### config.mk
export PLATFORM = sky130hd
export DESIGN_NAME = srecord_s19_encoder_unit_flat
export DESIGN_NICKNAME = d
export VERILOG_FILES = /design/src/rtl/srec_pkg.sv /design/src/rtl/srec_if.sv /design/src/rtl/srecord_s19_encoder_unit.sv /design/src/rtl/srec_cmd_queue.sv /design/src/rtl/srec_front.sv /design/src/rtl/srec_back.sv /design/src/flat_wrapper.sv
export SDC_FILE = /design/constraint.sdc
export NUM_CORES = 1
export LEC_CHECK = 0
export BUFFER_PORTS_ARGS = -buffer_cell sky130_fd_sc_hd__buf_2
export CORE_MARGIN = 3
export CORE_UTILIZATION = 50
export CTS_CLUSTER_DIAMETER = 120
export DETAILED_ROUTE_END_ITERATION = 8
export PLACE_DENSITY = 0.76
export REMOVE_ABC_BUFFERS = 1
export SLEW_MARGIN = 20
export SYNTH_ARGS = -nofsm -noshare
export SYNTH_HDL_FRONTEND = slang
export SYNTH_SLANG_ARGS = --single-unit
### constraint.sdc
create_clock -name clock -period 4.8 [get_ports clock]
set_input_delay 0.48 -clock clock [delete_from_list [all_inputs] [get_ports clock]]
set_output_delay 0.48 -clock clock [all_outputs]
set_load 0.01 [all_outputs]
### src/rtl/srec_pkg.sv
`timescale 1ns / 1ps

package srec_pkg;

   localparam int ADDR_W           = 16;
   localparam int DATA_W           = 8;
   localparam int CHAR_W           = 7;
   localparam int LEN_W            = 5;
   localparam int IDX_W            = 5;
   localparam int CSR_IDX_W        = 2;
   localparam int RECORD_BYTES_DEF = 16;
   localparam int QUEUE_DEPTH_DEF  = 4;

   localparam logic [CSR_IDX_W-1:0] CSR_START_ADDR = 2'd0;
   localparam logic [CSR_IDX_W-1:0] CSR_END_ADDR   = 2'd1;
   localparam logic [CSR_IDX_W-1:0] CSR_ENTRY      = 2'd2;

   localparam logic KIND_DATA = 1'b0;
   localparam logic KIND_END  = 1'b1;

   localparam logic [LEN_W-1:0]  HDR_LEN      = 5'd3;
   localparam logic [LEN_W-1:0]  OVERHEAD_LEN = 5'd3;
   localparam logic [CHAR_W-1:0] CH_S         = 7'h53;
   localparam logic [CHAR_W-1:0] CH_NL        = 7'h0A;

   typedef enum logic [1:0] {
      REC_HDR,
      REC_DATA,
      REC_END
   } rec_kind_type;

   typedef struct packed {
      rec_kind_type       kind;
      logic [ADDR_W-1:0]  addr;
      logic [LEN_W-1:0]   len;
      logic               last;
   } cmd_type;

   typedef enum logic [2:0] {
      BK_IDLE,
      BK_S,
      BK_TYPE,
      BK_HI,
      BK_LO,
      BK_NL
   } back_state_type;

   function automatic logic [CHAR_W-1:0] hex_char(input logic [3:0] nib);
      logic [CHAR_W-1:0] ch;
      if (nib < 4'd10) begin
         ch = 7'h30 + {3'd0, nib};
      end else begin
         ch = 7'h37 + {3'd0, nib};
      end
      return ch;
   endfunction

   function automatic logic [DATA_W-1:0] hdr_byte(input logic [1:0] pos);
      logic [DATA_W-1:0] b;
      unique case (pos)
         2'd0:    b = 8'h48;
         2'd1:    b = 8'h44;
         2'd2:    b = 8'h52;
         default: b = 8'h00;
      endcase
      return b;
   endfunction

   function automatic logic [CHAR_W-1:0] type_char(input rec_kind_type kind);
      logic [CHAR_W-1:0] ch;
      unique case (kind)
         REC_HDR:  ch = 7'h30;
         REC_DATA: ch = 7'h31;
         REC_END:  ch = 7'h39;
         default:  ch = 7'h30;
      endcase
      return ch;
   endfunction

endpackage

### src/rtl/srec_if.sv
`timescale 1ns / 1ps

interface srec_req_if;
   logic       valid;
   logic       ready;
   logic       kind;
   logic [7:0] data_byte;

   modport source (output valid, kind, data_byte, input ready);
   modport sink   (input valid, kind, data_byte, output ready);
endinterface

interface srec_rsp_if;
   logic       valid;
   logic       ready;
   logic [6:0] out_char;
   logic       last_of_run;
   logic       image_done;

   modport source (output valid, out_char, last_of_run, image_done, input ready);
   modport sink   (input valid, out_char, last_of_run, image_done, output ready);
endinterface

### src/rtl/srecord_s19_encoder_unit.sv
`timescale 1ns / 1ps

// S19 text encoder. The req channel carries one item per image byte (kind 0)
// and one end item (kind 1); the rsp channel returns the ASCII characters of
// the records that items cause, with last_of_run on the final character that
// an item causes and image_done on the newline of the closing S9 record.
// The csr port writes start address, end address and entry point; it must be
// used only while the block is idle, which the block itself does not enforce.
// A front stage accepts items, fills the line buffer and queues record
// commands; a back stage turns each command into characters, one per cycle
// while the receiver holds rsp ready high.
// A record of n data bytes is fetched from the queue as one command and sent
// as 2n + 11 characters from the output register. Bytes that do not close a
// line are taken one per cycle while no record command is pending; after the
// byte that closes a line, the next item waits until that line's record has
// been sent. Reset clears the CSR and control registers, the image state and
// the queue; the next item opens a new image with the S0 header. When the
// receiver holds rsp ready low, the output register holds its character and
// the back stage waits; the front keeps taking items until the queue or the
// line buffer is busy.
module srecord_s19_encoder_unit #(
   parameter int RECORD_BYTES = srec_pkg::RECORD_BYTES_DEF,
   parameter int QUEUE_DEPTH  = srec_pkg::QUEUE_DEPTH_DEF
) (
   input  logic                           clock,
   input  logic                           reset,
   srec_req_if.sink                       req,
   srec_rsp_if.source                     rsp,
   input  logic                           csr_wr_en,
   input  logic [srec_pkg::CSR_IDX_W-1:0] csr_index,
   input  logic [srec_pkg::ADDR_W-1:0]    csr_wdata
);
   import srec_pkg::*;

   localparam int BUF_IDX_W = (RECORD_BYTES > 1) ? $clog2(RECORD_BYTES) : 1;

   logic [ADDR_W-1:0]    start_addr_ff;
   logic [ADDR_W-1:0]    end_addr_ff;
   logic [ADDR_W-1:0]    entry_ff;

   logic                 q_push;
   cmd_type              q_push_data;
   logic                 q_full;
   logic                 q_pop;
   logic                 q_valid;
   cmd_type              q_pop_data;
   logic                 s1_done;
   logic [BUF_IDX_W-1:0] buf_rd_addr;
   logic [DATA_W-1:0]    buf_rd_data;

   always_ff @(posedge clock) begin
      if (reset) begin
         start_addr_ff <= '0;
         end_addr_ff   <= '0;
         entry_ff      <= '0;
      end else if (csr_wr_en) begin
         unique case (csr_index)
            CSR_START_ADDR: start_addr_ff <= csr_wdata;
            CSR_END_ADDR:   end_addr_ff   <= csr_wdata;
            CSR_ENTRY:      entry_ff      <= csr_wdata;
            default: begin
            end
         endcase
      end
   end

   srec_front #(
      .RECORD_BYTES (RECORD_BYTES),
      .BUF_IDX_W    (BUF_IDX_W)
   ) u_front (
      .clock       (clock),
      .reset       (reset),
      .req         (req),
      .start_addr  (start_addr_ff),
      .end_addr    (end_addr_ff),
      .entry_addr  (entry_ff),
      .q_push      (q_push),
      .q_data      (q_push_data),
      .q_full      (q_full),
      .s1_done     (s1_done),
      .buf_rd_addr (buf_rd_addr),
      .buf_rd_data (buf_rd_data)
   );

   srec_cmd_queue #(
      .DEPTH (QUEUE_DEPTH)
   ) u_queue (
      .clock     (clock),
      .reset     (reset),
      .push      (q_push),
      .push_data (q_push_data),
      .full      (q_full),
      .pop       (q_pop),
      .not_empty (q_valid),
      .pop_data  (q_pop_data)
   );

   srec_back #(
      .BUF_IDX_W (BUF_IDX_W)
   ) u_back (
      .clock       (clock),
      .reset       (reset),
      .q_valid     (q_valid),
      .q_data      (q_pop_data),
      .q_pop       (q_pop),
      .s1_done     (s1_done),
      .buf_rd_addr (buf_rd_addr),
      .buf_rd_data (buf_rd_data),
      .rsp         (rsp)
   );

endmodule

### src/rtl/srec_cmd_queue.sv
`timescale 1ns / 1ps

module srec_cmd_queue #(
   parameter int DEPTH = srec_pkg::QUEUE_DEPTH_DEF
) (
   input  logic              clock,
   input  logic              reset,
   input  logic              push,
   input  srec_pkg::cmd_type push_data,
   output logic              full,
   input  logic              pop,
   output logic              not_empty,
   output srec_pkg::cmd_type pop_data
);
   import srec_pkg::*;

   localparam int PTR_W = (DEPTH > 1) ? $clog2(DEPTH) : 1;
   localparam int CNT_W = $clog2(DEPTH + 1);

   cmd_type            slot_ff [DEPTH];
   logic [PTR_W-1:0]   wr_ptr_ff, wr_ptr_in;
   logic [PTR_W-1:0]   rd_ptr_ff, rd_ptr_in;
   logic [CNT_W-1:0]   count_ff, count_in;
   logic               do_push;
   logic               do_pop;

   assign full      = (count_ff == CNT_W'(DEPTH));
   assign not_empty = (count_ff != '0);
   assign pop_data  = slot_ff[rd_ptr_ff];
   assign do_push   = push && !full;
   assign do_pop    = pop && not_empty;

   always_comb begin
      wr_ptr_in = wr_ptr_ff;
      rd_ptr_in = rd_ptr_ff;
      count_in  = count_ff;
      if (do_push) begin
         wr_ptr_in = (wr_ptr_ff == PTR_W'(DEPTH - 1)) ? '0 : wr_ptr_ff + 1'b1;
      end
      if (do_pop) begin
         rd_ptr_in = (rd_ptr_ff == PTR_W'(DEPTH - 1)) ? '0 : rd_ptr_ff + 1'b1;
      end
      if (do_push && !do_pop) begin
         count_in = count_ff + 1'b1;
      end else if (do_pop && !do_push) begin
         count_in = count_ff - 1'b1;
      end
   end

   always_ff @(posedge clock) begin
      if (reset) begin
         wr_ptr_ff <= '0;
         rd_ptr_ff <= '0;
         count_ff  <= '0;
      end else begin
         wr_ptr_ff <= wr_ptr_in;
         rd_ptr_ff <= rd_ptr_in;
         count_ff  <= count_in;
      end
   end

   always_ff @(posedge clock) begin
      if (do_push) begin
         slot_ff[wr_ptr_ff] <= push_data;
      end
   end

   a_count_bound: assert property (@(posedge clock) disable iff (reset)
      count_ff <= CNT_W'(DEPTH))
      else $error("command queue count exceeds its depth");

endmodule

### src/rtl/srec_front.sv
`timescale 1ns / 1ps

module srec_front #(
   parameter int RECORD_BYTES = srec_pkg::RECORD_BYTES_DEF,
   parameter int BUF_IDX_W    = (RECORD_BYTES > 1) ? $clog2(RECORD_BYTES) : 1
) (
   input  logic                           clock,
   input  logic                           reset,
   srec_req_if.sink                       req,
   input  logic [srec_pkg::ADDR_W-1:0]    start_addr,
   input  logic [srec_pkg::ADDR_W-1:0]    end_addr,
   input  logic [srec_pkg::ADDR_W-1:0]    entry_addr,
   output logic                           q_push,
   output srec_pkg::cmd_type              q_data,
   input  logic                           q_full,
   input  logic                           s1_done,
   input  logic [BUF_IDX_W-1:0]           buf_rd_addr,
   output logic [srec_pkg::DATA_W-1:0]    buf_rd_data
);
   import srec_pkg::*;

   logic [DATA_W-1:0] line_buf_ff [RECORD_BYTES];

   logic              hdr_sent_ff, hdr_sent_in;
   logic [LEN_W-1:0]  fill_ff, fill_in;
   logic [ADDR_W-1:0] rec_addr_ff, rec_addr_in;
   logic [ADDR_W-1:0] acc_ff, acc_in;
   logic              pend_hdr_ff, pend_hdr_in;
   logic              pend_s1_ff, pend_s1_in;
   logic              pend_s9_ff, pend_s9_in;
   logic [ADDR_W-1:0] s1_addr_ff, s1_addr_in;
   logic [LEN_W-1:0]  s1_len_ff, s1_len_in;
   logic [ADDR_W-1:0] s9_addr_ff, s9_addr_in;
   logic              busy_ff, busy_in;

   logic              accept;
   logic              pend_any;
   logic              buf_we;
   logic [ADDR_W-1:0] base_addr;
   logic [ADDR_W-1:0] span;
   logic              room;
   logic [LEN_W-1:0]  fill_next;

   assign pend_any    = pend_hdr_ff || pend_s1_ff || pend_s9_ff;
   assign req.ready   = !pend_any && !busy_ff;
   assign accept      = req.valid && req.ready;
   assign buf_rd_data = line_buf_ff[buf_rd_addr];
   assign base_addr   = hdr_sent_ff ? rec_addr_ff : start_addr;
   assign span        = end_addr - start_addr;
   assign room        = (end_addr > start_addr) && (acc_ff < span);
   assign fill_next   = fill_ff + 1'b1;
   assign buf_we      = accept && (req.kind == KIND_DATA) && room;

   always_comb begin
      hdr_sent_in = hdr_sent_ff;
      fill_in     = fill_ff;
      rec_addr_in = rec_addr_ff;
      acc_in      = acc_ff;
      pend_hdr_in = pend_hdr_ff;
      pend_s1_in  = pend_s1_ff;
      pend_s9_in  = pend_s9_ff;
      s1_addr_in  = s1_addr_ff;
      s1_len_in   = s1_len_ff;
      s9_addr_in  = s9_addr_ff;
      busy_in     = busy_ff;
      q_push      = 1'b0;
      q_data      = '{kind: REC_HDR, addr: '0, len: HDR_LEN, last: 1'b0};

      if (s1_done) begin
         busy_in = 1'b0;
      end

      if (accept) begin
         pend_hdr_in = !hdr_sent_ff;
         hdr_sent_in = 1'b1;
         rec_addr_in = base_addr;
         if (req.kind == KIND_DATA) begin
            if (room) begin
               acc_in = acc_ff + 1'b1;
               if (fill_next == LEN_W'(RECORD_BYTES)) begin
                  pend_s1_in  = 1'b1;
                  s1_addr_in  = base_addr;
                  s1_len_in   = fill_next;
                  rec_addr_in = base_addr + ADDR_W'(RECORD_BYTES);
                  fill_in     = '0;
               end else begin
                  fill_in = fill_next;
               end
            end
         end else begin
            if (fill_ff != '0) begin
               pend_s1_in = 1'b1;
               s1_addr_in = base_addr;
               s1_len_in  = fill_ff;
            end
            pend_s9_in  = 1'b1;
            s9_addr_in  = entry_addr;
            fill_in     = '0;
            rec_addr_in = '0;
            acc_in      = '0;
            hdr_sent_in = 1'b0;
         end
      end else if (pend_any && !q_full) begin
         q_push = 1'b1;
         priority if (pend_hdr_ff) begin
            q_data      = '{kind: REC_HDR, addr: '0, len: HDR_LEN,
                            last: !pend_s1_ff && !pend_s9_ff};
            pend_hdr_in = 1'b0;
         end else if (pend_s1_ff) begin
            q_data     = '{kind: REC_DATA, addr: s1_addr_ff, len: s1_len_ff,
                           last: !pend_s9_ff};
            pend_s1_in = 1'b0;
            busy_in    = 1'b1;
         end else begin
            q_data     = '{kind: REC_END, addr: s9_addr_ff, len: '0, last: 1'b1};
            pend_s9_in = 1'b0;
         end
      end
   end

   always_ff @(posedge clock) begin
      if (reset) begin
         hdr_sent_ff <= 1'b0;
         fill_ff     <= '0;
         rec_addr_ff <= '0;
         acc_ff      <= '0;
         pend_hdr_ff <= 1'b0;
         pend_s1_ff  <= 1'b0;
         pend_s9_ff  <= 1'b0;
         busy_ff     <= 1'b0;
      end else begin
         hdr_sent_ff <= hdr_sent_in;
         fill_ff     <= fill_in;
         rec_addr_ff <= rec_addr_in;
         acc_ff      <= acc_in;
         pend_hdr_ff <= pend_hdr_in;
         pend_s1_ff  <= pend_s1_in;
         pend_s9_ff  <= pend_s9_in;
         busy_ff     <= busy_in;
      end
   end

   always_ff @(posedge clock) begin
      s1_addr_ff <= s1_addr_in;
      s1_len_ff  <= s1_len_in;
      s9_addr_ff <= s9_addr_in;
      if (buf_we) begin
         line_buf_ff[fill_ff[BUF_IDX_W-1:0]] <= req.data_byte;
      end
   end

   a_done_when_busy: assert property (@(posedge clock) disable iff (reset)
      s1_done |-> busy_ff)
      else $error("data record finished while no data record was outstanding");

   a_fill_bound: assert property (@(posedge clock) disable iff (reset)
      fill_ff < LEN_W'(RECORD_BYTES))
      else $error("line buffer fill count reached the record size");

   a_no_write_busy: assert property (@(posedge clock) disable iff (reset)
      buf_we |-> !busy_ff && !pend_s1_ff)
      else $error("line buffer written while a record still reads it");

endmodule

### src/rtl/srec_back.sv
`timescale 1ns / 1ps

module srec_back #(
   parameter int BUF_IDX_W = 4
) (
   input  logic                         clock,
   input  logic                         reset,
   input  logic                         q_valid,
   input  srec_pkg::cmd_type            q_data,
   output logic                         q_pop,
   output logic                         s1_done,
   output logic [BUF_IDX_W-1:0]         buf_rd_addr,
   input  logic [srec_pkg::DATA_W-1:0]  buf_rd_data,
   srec_rsp_if.source                   rsp
);
   import srec_pkg::*;

   back_state_type    state_ff, state_in;
   cmd_type           cur_ff, cur_in;
   logic [IDX_W-1:0]  idx_ff, idx_in;
   logic [DATA_W-1:0] sum_ff, sum_in;
   logic              out_vld_ff, out_vld_in;
   logic [CHAR_W-1:0] out_char_ff, out_char_in;
   logic              out_last_ff, out_last_in;
   logic              out_done_ff, out_done_in;

   logic              adv;
   logic              emit;
   logic              is_ck;
   logic [IDX_W-1:0]  data_pos;
   logic [DATA_W-1:0] byte_val;
   logic [CHAR_W-1:0] ch;

   assign adv         = !out_vld_ff || rsp.ready;
   assign is_ck       = (idx_ff == (IDX_W'(cur_ff.len) + IDX_W'(OVERHEAD_LEN)));
   assign data_pos    = idx_ff - IDX_W'(OVERHEAD_LEN);
   assign buf_rd_addr = data_pos[BUF_IDX_W-1:0];

   always_comb begin
      priority if (idx_ff == 5'd0) begin
         byte_val = DATA_W'(cur_ff.len) + DATA_W'(OVERHEAD_LEN);
      end else if (idx_ff == 5'd1) begin
         byte_val = cur_ff.addr[15:8];
      end else if (idx_ff == 5'd2) begin
         byte_val = cur_ff.addr[7:0];
      end else if (is_ck) begin
         byte_val = ~sum_ff;
      end else if (cur_ff.kind == REC_HDR) begin
         byte_val = hdr_byte(data_pos[1:0]);
      end else begin
         byte_val = buf_rd_data;
      end
   end

   always_comb begin
      state_in = state_ff;
      unique case (state_ff)
         BK_IDLE: if (q_valid) state_in = BK_S;
         BK_S:    if (adv) state_in = BK_TYPE;
         BK_TYPE: if (adv) state_in = BK_HI;
         BK_HI:   if (adv) state_in = BK_LO;
         BK_LO:   if (adv) state_in = is_ck ? BK_NL : BK_HI;
         BK_NL:   if (adv) state_in = BK_IDLE;
         default: state_in = BK_IDLE;
      endcase
   end

   always_comb begin
      q_pop   = 1'b0;
      emit    = 1'b0;
      s1_done = 1'b0;
      ch      = CH_NL;
      cur_in  = cur_ff;
      idx_in  = idx_ff;
      sum_in  = sum_ff;
      unique case (state_ff)
         BK_IDLE: begin
            q_pop = q_valid;
            if (q_valid) begin
               cur_in = q_data;
               idx_in = '0;
               sum_in = '0;
            end
         end
         BK_S: begin
            emit = 1'b1;
            ch   = CH_S;
         end
         BK_TYPE: begin
            emit = 1'b1;
            ch   = type_char(cur_ff.kind);
         end
         BK_HI: begin
            emit = 1'b1;
            ch   = hex_char(byte_val[7:4]);
         end
         BK_LO: begin
            emit = 1'b1;
            ch   = hex_char(byte_val[3:0]);
            if (adv && !is_ck) begin
               idx_in = idx_ff + 1'b1;
               sum_in = sum_ff + byte_val;
            end
         end
         BK_NL: begin
            emit    = 1'b1;
            ch      = CH_NL;
            s1_done = adv && (cur_ff.kind == REC_DATA);
         end
         default: begin
            emit = 1'b0;
         end
      endcase
   end

   always_comb begin
      out_vld_in  = out_vld_ff;
      out_char_in = out_char_ff;
      out_last_in = out_last_ff;
      out_done_in = out_done_ff;
      if (adv) begin
         out_vld_in  = emit;
         out_char_in = ch;
         out_last_in = (state_ff == BK_NL) && cur_ff.last;
         out_done_in = (state_ff == BK_NL) && (cur_ff.kind == REC_END);
      end
   end

   always_ff @(posedge clock) begin
      if (reset) begin
         state_ff   <= BK_IDLE;
         out_vld_ff <= 1'b0;
      end else begin
         state_ff   <= state_in;
         out_vld_ff <= out_vld_in;
      end
   end

   always_ff @(posedge clock) begin
      cur_ff      <= cur_in;
      idx_ff      <= idx_in;
      sum_ff      <= sum_in;
      out_char_ff <= out_char_in;
      out_last_ff <= out_last_in;
      out_done_ff <= out_done_in;
   end

   assign rsp.valid       = out_vld_ff;
   assign rsp.out_char    = out_char_ff;
   assign rsp.last_of_run = out_last_ff;
   assign rsp.image_done  = out_done_ff;

   a_done_is_last: assert property (@(posedge clock) disable iff (reset)
      out_vld_ff && out_done_ff |-> out_last_ff && (out_char_ff == CH_NL))
      else $error("image end flagged on a character that does not close the run");

   a_pop_idle: assert property (@(posedge clock) disable iff (reset)
      q_pop |=> state_ff == BK_S)
      else $error("record command taken without starting a record");

endmodule
### src/flat_wrapper.sv
// flat-port wrapper written by rule: the top's interface ports become plain ports
module srecord_s19_encoder_unit_flat import srec_pkg::*;
#(
   parameter int RECORD_BYTES = srec_pkg::RECORD_BYTES_DEF,
   parameter int QUEUE_DEPTH  = srec_pkg::QUEUE_DEPTH_DEF
)
  (clock, reset, csr_wr_en, csr_index, csr_wdata, req_valid, req_kind, req_data_byte, req_ready, rsp_valid, rsp_out_char, rsp_last_of_run, rsp_image_done, rsp_ready);
  srec_req_if req_i ();
  srec_rsp_if rsp_i ();
  input  logic clock;
  input  logic reset;
  input  logic csr_wr_en;
  input  logic [srec_pkg::CSR_IDX_W-1:0] csr_index;
  input  logic [srec_pkg::ADDR_W-1:0] csr_wdata;
  input wire logic [$bits(req_i.valid)-1:0] req_valid;
  input wire logic [$bits(req_i.kind)-1:0] req_kind;
  input wire logic [$bits(req_i.data_byte)-1:0] req_data_byte;
  output wire logic [$bits(req_i.ready)-1:0] req_ready;
  output wire logic [$bits(rsp_i.valid)-1:0] rsp_valid;
  output wire logic [$bits(rsp_i.out_char)-1:0] rsp_out_char;
  output wire logic [$bits(rsp_i.last_of_run)-1:0] rsp_last_of_run;
  output wire logic [$bits(rsp_i.image_done)-1:0] rsp_image_done;
  input wire logic [$bits(rsp_i.ready)-1:0] rsp_ready;
  assign req_i.valid = req_valid;
  assign req_i.kind = req_kind;
  assign req_i.data_byte = req_data_byte;
  assign req_ready = req_i.ready;
  assign rsp_valid = rsp_i.valid;
  assign rsp_out_char = rsp_i.out_char;
  assign rsp_last_of_run = rsp_i.last_of_run;
  assign rsp_image_done = rsp_i.image_done;
  assign rsp_i.ready = rsp_ready;
  srecord_s19_encoder_unit #(.RECORD_BYTES(RECORD_BYTES), .QUEUE_DEPTH(QUEUE_DEPTH)) u_core (.clock(clock), .reset(reset), .req(req_i), .rsp(rsp_i), .csr_wr_en(csr_wr_en), .csr_index(csr_index), .csr_wdata(csr_wdata));
endmodule
==> results of run 1 <==
-- power groups by stage --
stage	Combinational (µW)	Sequential, µW	Clock [µW]
global placement	4400	4700	0
detailed placement	4540	4730	0
CTS	4610	4670	3170
floorplan	3160	4710	0
global route	5030	4710	3310
finish	4600	4670	3110
-- metrics by stage --
stage          area, µm²  hold WS [ns]  setup TNS, ns  std cells
3_3_place_gp       19200         0.413              0       1927
2_1_floorplan      18000         0.408          -3.48       1369
6_report           20600         0.205              0       2005
4_1_cts            20600         0.182              0       2005
5_1_grt            20600         0.202        -0.0669       2005
3_5_place_dp       19200         0.418              0       1927
-- final timing paths --
kind                                               from                       endpoint  slack, ns  cells after the start
worst max-delay path            u_core.u_back.idx_ff[1]        u_core.u_back.sum_ff[7]       0.25                     17
worst min-delay path                      csr_wdata[12]         u_core.end_addr_ff[12]       0.20                      3
worst max register to register  u_core.u_back.idx_ff[1]        u_core.u_back.sum_ff[7]       0.25                     17
worst min register to register      u_core.entry_ff[11]  u_core.u_front.s9_addr_ff[11]       0.43                      0
-- worst max-delay path, stage by stage, from the launching register on --
cell and delay, ns:
edfxtp_1 0.49, inv_1 0.15, ha_1 0.53, buf_4 0.28
mux4_2 0.33, mux2i_1 0.27, nor3_1 0.09, or3_1 0.36
a31o_2 0.29, ha_1 0.33, a21oi_1 0.19, o21bai_1 0.08
a21oi_1 0.24, o21bai_1 0.09, a21oi_1 0.17, xor2_1 0.19
xnor2_1 0.14, nor2_1 0.06
-- state kept, by name (all words and copies together), names as in the netlist, 7 cells and up --
| name | count |
|---|---|
| u_core.u_front.s9_addr_ff | 16 |
| u_core.start_addr_ff | 16 |
| u_core.entry_ff | 16 |
| u_core.u_queue.slot_ff | 96 |
| u_core.u_back.cur_ff | 24 |
| u_core.u_back.rsp.out_char | 7 |
| u_core.u_back.sum_ff | 8 |
| u_core.u_front.rec_addr_ff | 16 |
| u_core.u_front.s1_addr_ff | 16 |
| u_core.u_front.acc_ff | 16 |
| u_core.u_front.line_buf_ff | 128 |
| u_core.end_addr_ff | 16 |
-- cell type report --
cell class | instances | area (µm²) | share of cell area
Sequential cell | 408 | 11200 | 0.545
Multi-Input combinational cell | 903 | 6610 | 0.320
Clock buffer | 50 | 1120 | 0.0544
Timing Repair Buffer | 97 | 651 | 0.0315
Tap cell | 461 | 577 | 0.0280
Clock inverter | 28 | 219 | 0.0106
Inverter | 58 | 218 | 0.0105
-- routing by layer --
| layer | part of all wire | track usage | wire length (µm) | vias to the layer above |
|---|---|---|---|---|
| met1 | 0.42 | 0.273 | 16700 | 5753 |
| met3 | 0.053 | 0.0304 | 2130 | 79 |
| li1 | - | - | - | 5468 |
| met4 | 0.030 | 0.0668 | 1180 | 2 |
| met2 | 0.50 | 0.356 | 20000 | 384 |
| met5 | 0.00018 | 0 | 7 | - |
-- cell families (layout without fill, tap and decap cells) --
logic type / count (synthesis) / count (layout)
AND/OR/NAND/NOR: 426 / 426
multiplexers: 79 / 79
XOR/XNOR: 53 / 53
AO/OA/AOI/OAI: 277 / 277
flip-flops: 408 / 408
adder cells (fa/ha/maj): 68 / 68
buffers and inverters: 118 / 233
-- layout by cell type (no fill, tap or decap), drive strengths merged, types with 17 or more instances in the layout --
master	count
nand3	27
xor2	21
o21ai	77
xnor2	29
mux4	56
nand2	191
nor3	33
and3	17
clkbuf	50
edfxtp	307
ha	64
mux2i	21
nor2	85
clkinv	19
inv	59
dfxtp	101
buf	97
a21oi	101
==> results.txt, run 1 <==
Count leader, synth -> edfxtp_1
Switching Fraction -> 0.340
Internal power -> 8180 µW
Post-synth top area share -> 0.504
Vias -> 11686
Initial antenna violation count -> 1
Antenna Nets Post-Route -> 0
IO Port Bufs -> 42
Std cell rows -> 69
Total GRT Usage -> 0.207
Xor/xnor share of the synthesized area -> 0.0282
Vias/cell -> 5.83
DPL Wire Length -> 26800 µm
Clk Latency, worst-skew pair -> 0.53 ns
Mean routed wirelength per cell -> 19.9 µm
CP endpoint kind -> flop
Post-Synth Adder-Cell Area -> 0.0476
DIE WIDTH -> 197 µm
Sequential share of power -> 0.377
Combinational fraction of design power -> 0.372
Tot Pwr -> 12400 µW
Mapped cell area -> 18300 µm²
Die area -> 38900 µm²
Crit Path Max Fanout -> 11
CTS Buf Count -> 42
NetSw -> 4200 µW
Post-layout min period -> 4.55 ns
Nets -> 1609
Tcrit/Tclk final -> 0.949
Status -> finished, final reports clean
Hold buffers post-CTS -> 0
Clk sinks -> 408
Cell count after synthesis -> 1429
YS warnings -> 0
Slew HR -> 0.373
Top cells by area, synth -> edfxtp_1, dfxtp_1, mux4_2, ha_1, nand2_1
VDD IR max -> 325 µV
Worst hold path type -> in2reg
Ys async rst share -> 0
Die H -> 197 µm
Critical Path AT -> 4.81 ns
DRC Markers -> 0
Clock transition at the registers of the reported paths -> 0.06 ns
Simple-gate share of the synthesized area -> 0.106
Routed WL -> 40000 µm
Final setup vio count -> 0
Pwr dens -> 600 nW/µm²
Worst setup SP type -> flop
Main combinational cell family by area after synthesis -> simple AND/OR/NAND/NOR gates
CTS tree -> yes
Postcts setup bufs -> 0
Synth Area per Inst -> 12.8 µm²
Fin util -> 0.576
Top Ports -> 43
Clock power frac -> 0.251
Layout area overhead -> 12.8%
EDFF count, synth -> 307
Synth cell count leaders -> edfxtp_1, nand2_1, a21oi_1, dfxtp_1, nor2_1
MaxCap Viol Count -> 0
Largest net degree at the start of global routing -> 46
LEAKAGE -> 0.00741 µW
Complex-gate fraction of the synthesized area -> 0.0933
Post-cts gate resize count -> 0
First-pass GRT wire length -> 64100 µm
Final hold vios -> 0
Leading area contributor after synthesis -> edfxtp_1
Crit path required time -> 5.06 ns
Seq/Total Area, Yosys -> 0.615
GPL Wtd Cong -> 0.902
RSZ-0062 raised after global routing -> yes
Grt ovf -> 0
Post-synthesis mux area share -> 0.0829
CTS H-tree depth -> 2
Dpl ws -> 0.0877 ns
Worst slew pin tran -> 0.940 ns
Pre-Repair DR Iteration Count -> 5
Core Area -> 35800 µm²
Clock Tree Root -> clkbuf_16
Critical path type -> reg2reg
Post-route worst setup slack -> 0.245 ns
Yosys reg bits -> 408
Vias in the first global route -> 11756
Fmax -> 0.220 GHz
Layout cells sized above 1 -> 0.156
Starting DRC count in detailed routing -> 998
Post-synth cell types -> 76
Top FF cell, synth -> edfxtp_1
Fillers -> 2778
Clock Skews -> 0.0147 ns
Pins Over Slew Limit -> 0
Ant diodes -> 0
Longest Clk Path Bufs -> 3
Initial Util -> 0.510
Note: power is estimated with default switching activity, not from simulation.
==> inputs of run 2 (changes only) <==
--- a/config.mk
+++ b/config.mk
@@ -6,11 +6,12 @@
 export NUM_CORES = 1
 export LEC_CHECK = 0
 export BUFFER_PORTS_ARGS = -buffer_cell sky130_fd_sc_hd__buf_2
-export CORE_MARGIN = 3
-export CORE_UTILIZATION = 50
+export CAP_MARGIN = 20
+export CORE_MARGIN = 2
+export CORE_UTILIZATION = 25
 export CTS_CLUSTER_DIAMETER = 120
 export DETAILED_ROUTE_END_ITERATION = 8
-export PLACE_DENSITY = 0.76
+export PLACE_DENSITY = 0.47
 export REMOVE_ABC_BUFFERS = 1
 export SLEW_MARGIN = 20
 export SYNTH_ARGS = -nofsm -noshare
==> run 2 against run 1 <==
Net effect:
- power increased by 5.9%
- sequential share of layout area decreased by 2.5 points
- first-iteration DRC count decreased by 27%
- global-route usage decreased by 9.0 points
- largest power group is now combinational cells
==> results.txt, run 2 (synthesized netlist as in run 1, its figures left out) <==
Longest Clk Path Bufs -> 3 (unchanged)
Layout area overhead -> 18.3% (was 12.8%)
Status -> finished, final reports clean (unchanged)
Crit path required time -> 5.12 ns (was 5.06 ns)
IO Port Bufs -> 42 (unchanged)
CTS Buf Count -> 47 (was 42)
Die area -> 75300 µm² (was 38900 µm²)
GRT met3 Usage -> 0.0183 (was 0.0304)
Hold WS -> 0.154 ns (was 0.205 ns)
Worst path max stage delay -> 0.44 ns (was 0.53 ns)
Clock Tree Root -> clkbuf_16 (unchanged)
Pre-Repair DR Iteration Count -> 5 (unchanged)
CP dominant cell by count -> a21oi_1 (unchanged)
M1 GR Usage -> 0.155 (was 0.273)
Worst hold path type -> in2reg (unchanged)
Worst setup SP type -> flop (unchanged)
Clk Latency, worst-skew pair -> 0.59 ns (was 0.53 ns)
Critical Path AT -> 4.80 ns (was 4.81 ns)
Post-layout min period -> 4.48 ns (was 4.55 ns)
Pwr dens -> 606 nW/µm² (was 600 nW/µm²)
Most frequent cells in the layout -> edfxtp_1, nand2_1, a21oi_1 (unchanged)
Std cell rows -> 99 (was 69)
Initial Util -> 0.252 (was 0.510)
Tot Pwr -> 13100 µW (was 12400 µW)
DRC Markers -> 0 (unchanged)
Dpl ws -> -0.0191 ns (was 0.0877 ns)
Most common cell after layout, fill and taps aside -> edfxtp_1 (unchanged)
Grt ovf -> 0 (unchanged)
Clock Skews -> 0.0256 ns (was 0.0147 ns)
Clk sinks -> 408 (unchanged)
Fmax -> 0.223 GHz (was 0.220 GHz)
MaxCap Viol Count -> 0 (unchanged)
DPL Wire Length -> 30900 µm (was 26800 µm)
CP cell instances -> inv_1, ha_1, buf_12, mux4_2, mux2i_1, mux2_2, nor3_1, nor3_1, o211ai_1, o21ai_0, inv_1, ha_1, a21o_1, a21oi_1, o21bai_1, a21oi_1, o21bai_1, a21oi_1, xor2_1, xnor2_1, nor2_1 (was inv_1, ha_1, buf_4, mux4_2, mux2i_1, nor3_1, or3_1, a31o_2, ha_1, a21oi_1, o21bai_1, a21oi_1, o21bai_1, a21oi_1, xor2_1, xnor2_1, nor2_1)
CTS tree -> yes (unchanged)
Buffers & Inverters on Critical Path -> 3 (was 2)
First-pass GRT wire length -> 68200 µm (was 64100 µm)
Total GRT Usage -> 0.117 (was 0.207)
DIE WIDTH -> 274 µm (was 197 µm)
Die H -> 274 µm (was 197 µm)
Vias -> 11369 (was 11686)
Pins Over Slew Limit -> 0 (unchanged)
Routed WL -> 44500 µm (was 40000 µm)
Top Ports -> 43 (unchanged)
Setup slack, reg-to-reg -> 0.32 ns (was 0.25 ns)
LEAKAGE -> 0.00761 µW (was 0.00741 µW)
Tcrit/Tclk final -> 0.933 (was 0.949)
Critical path type -> reg2reg (unchanged)
Vias/cell -> 4.52 (was 5.83)
Hold_sp -> csr_wdata[4] (was csr_wdata[12])
Worst R2R Start -> u_core.u_back.idx_ff[0] (was u_core.u_back.idx_ff[1])
Max FFs per register -> 128 (unchanged)
Mean routed wirelength per cell -> 17.7 µm (was 19.9 µm)
Post-route worst setup slack -> 0.320 ns (was 0.245 ns)
Slowest CP cell -> edfxtp_1 (was ha_1)
Final setup vio count -> 0 (unchanged)
Gr busiest metal -> met2 (unchanged)
Core Area -> 72700 µm² (was 35800 µm²)
Layout cells sized above 1 -> 0.163 (was 0.156)
Crit Path Max Fanout -> 26 (was 11)
VDD IR max -> 255 µV (was 325 µV)
CTS H-tree depth -> 2 (unchanged)
Final hold vios -> 0 (unchanged)
Largest net degree at the start of global routing -> 60 (was 46)
Vias in the first global route -> 11393 (was 11756)
CP startpoint -> u_core.u_back.idx_ff[0] (was u_core.u_back.idx_ff[1])
Largest delay share family, worst path -> compound AO/OA/AOI/OAI gates (unchanged)
Met2 Usage GRT -> 0.198 (was 0.356)
Nets -> 1616 (was 1609)
Worst slew pin tran -> 0.959 ns (was 0.940 ns)
Placed inst area -> 19900 µm² (was 19200 µm²)
Antenna Nets Post-Route -> 0 (unchanged)
Final instance area -> 21600 µm² (was 20600 µm²)
Fin util -> 0.298 (was 0.576)
GPL Wtd Cong -> 0.807 (was 0.902)
Starting DRC count in detailed routing -> 724 (was 998)
CP endpoint kind -> flop (unchanged)
Initial antenna violation count -> 0 (was 1)
Clock transition at the registers of the reported paths -> 0.06 ns (about the same)
Ant diodes -> 0 (unchanged)
Slew HR -> 0.355 (was 0.373)
[run 2: cell count changes in the layout (fill, tap and decap cells not counted), moves of 3 or more]
cell        change
clkbuf_8        +5
clkinvlp_2      -3
bufinv_16       +5
clkinv_1        -4
clkbuf_1        +4
buf_6           -4
buf_12          +4
clkinv_2        -3
clkbuf_16       +4
[run 2: timing repair]
item,4_1_cts,5_1_grt
setup endpoints to repair,13,179
setup buffers,0,1
gates resized for setup,1,14
pin swaps,0,4
hold buffers,0,0
[run 2: final cells by class]
type / instances / area [µm²]
Clock inverter: 23 / 342
Multi-Input combinational cell: 903 / 6610
Timing Repair Buffer: 99 / 701
Fill cell: 7309 / 51100
Sequential cell: 408 / 11200
Clock buffer: 65 / 1320
Tap cell: 959 / 1200
Inverter: 58 / 218
[run 2: final timing paths]
check,cells past startpoint,end
worst max register to register,21,u_core.u_back.sum_ff[7]
worst min-delay path,3,u_core.start_addr_ff[4]
worst min register to register,0,u_core.u_front.s9_addr_ff[13]
worst max-delay path,21,u_core.u_back.sum_ff[7]
[run 2: stage by stage]
step	std cells	TNS, ns
global placement	2425	0
finish	2515	0
detailed placement	2425	-0.152
global route	2515	-0.0312
floorplan	1369	-3.48
CTS	2513	0
[run 2: report_power, final]
part           switching [µW]  total [µW]  internal [µW]
clock network            1480        3790           2320
logic                    2650        4710           2070
registers                 260        4600           4340
[run 2: worst reg2reg max path, cell delays in order, from the launching register on]
cell	delay [ns]
edfxtp_1	0.44
inv_1	0.14
ha_1	0.38
buf_12	0.21
mux4_2	0.36
mux2i_1	0.24
mux2_2	0.21
nor3_1	0.05
nor3_1	0.21
o211ai_1	0.12
o21ai_0	0.16
inv_1	0.08
ha_1	0.21
a21o_1	0.18
a21oi_1	0.22
o21bai_1	0.10
a21oi_1	0.24
o21bai_1	0.09
a21oi_1	0.18
xor2_1	0.20
xnor2_1	0.14
nor2_1	0.06
[run 2: layer usage]
metal  vias to the layer above  share of wire
li1                       5493              -
met5                         -              0
met3                        55          0.038
met4                         0          0.021
met1                      5600           0.46
met2                       221           0.48
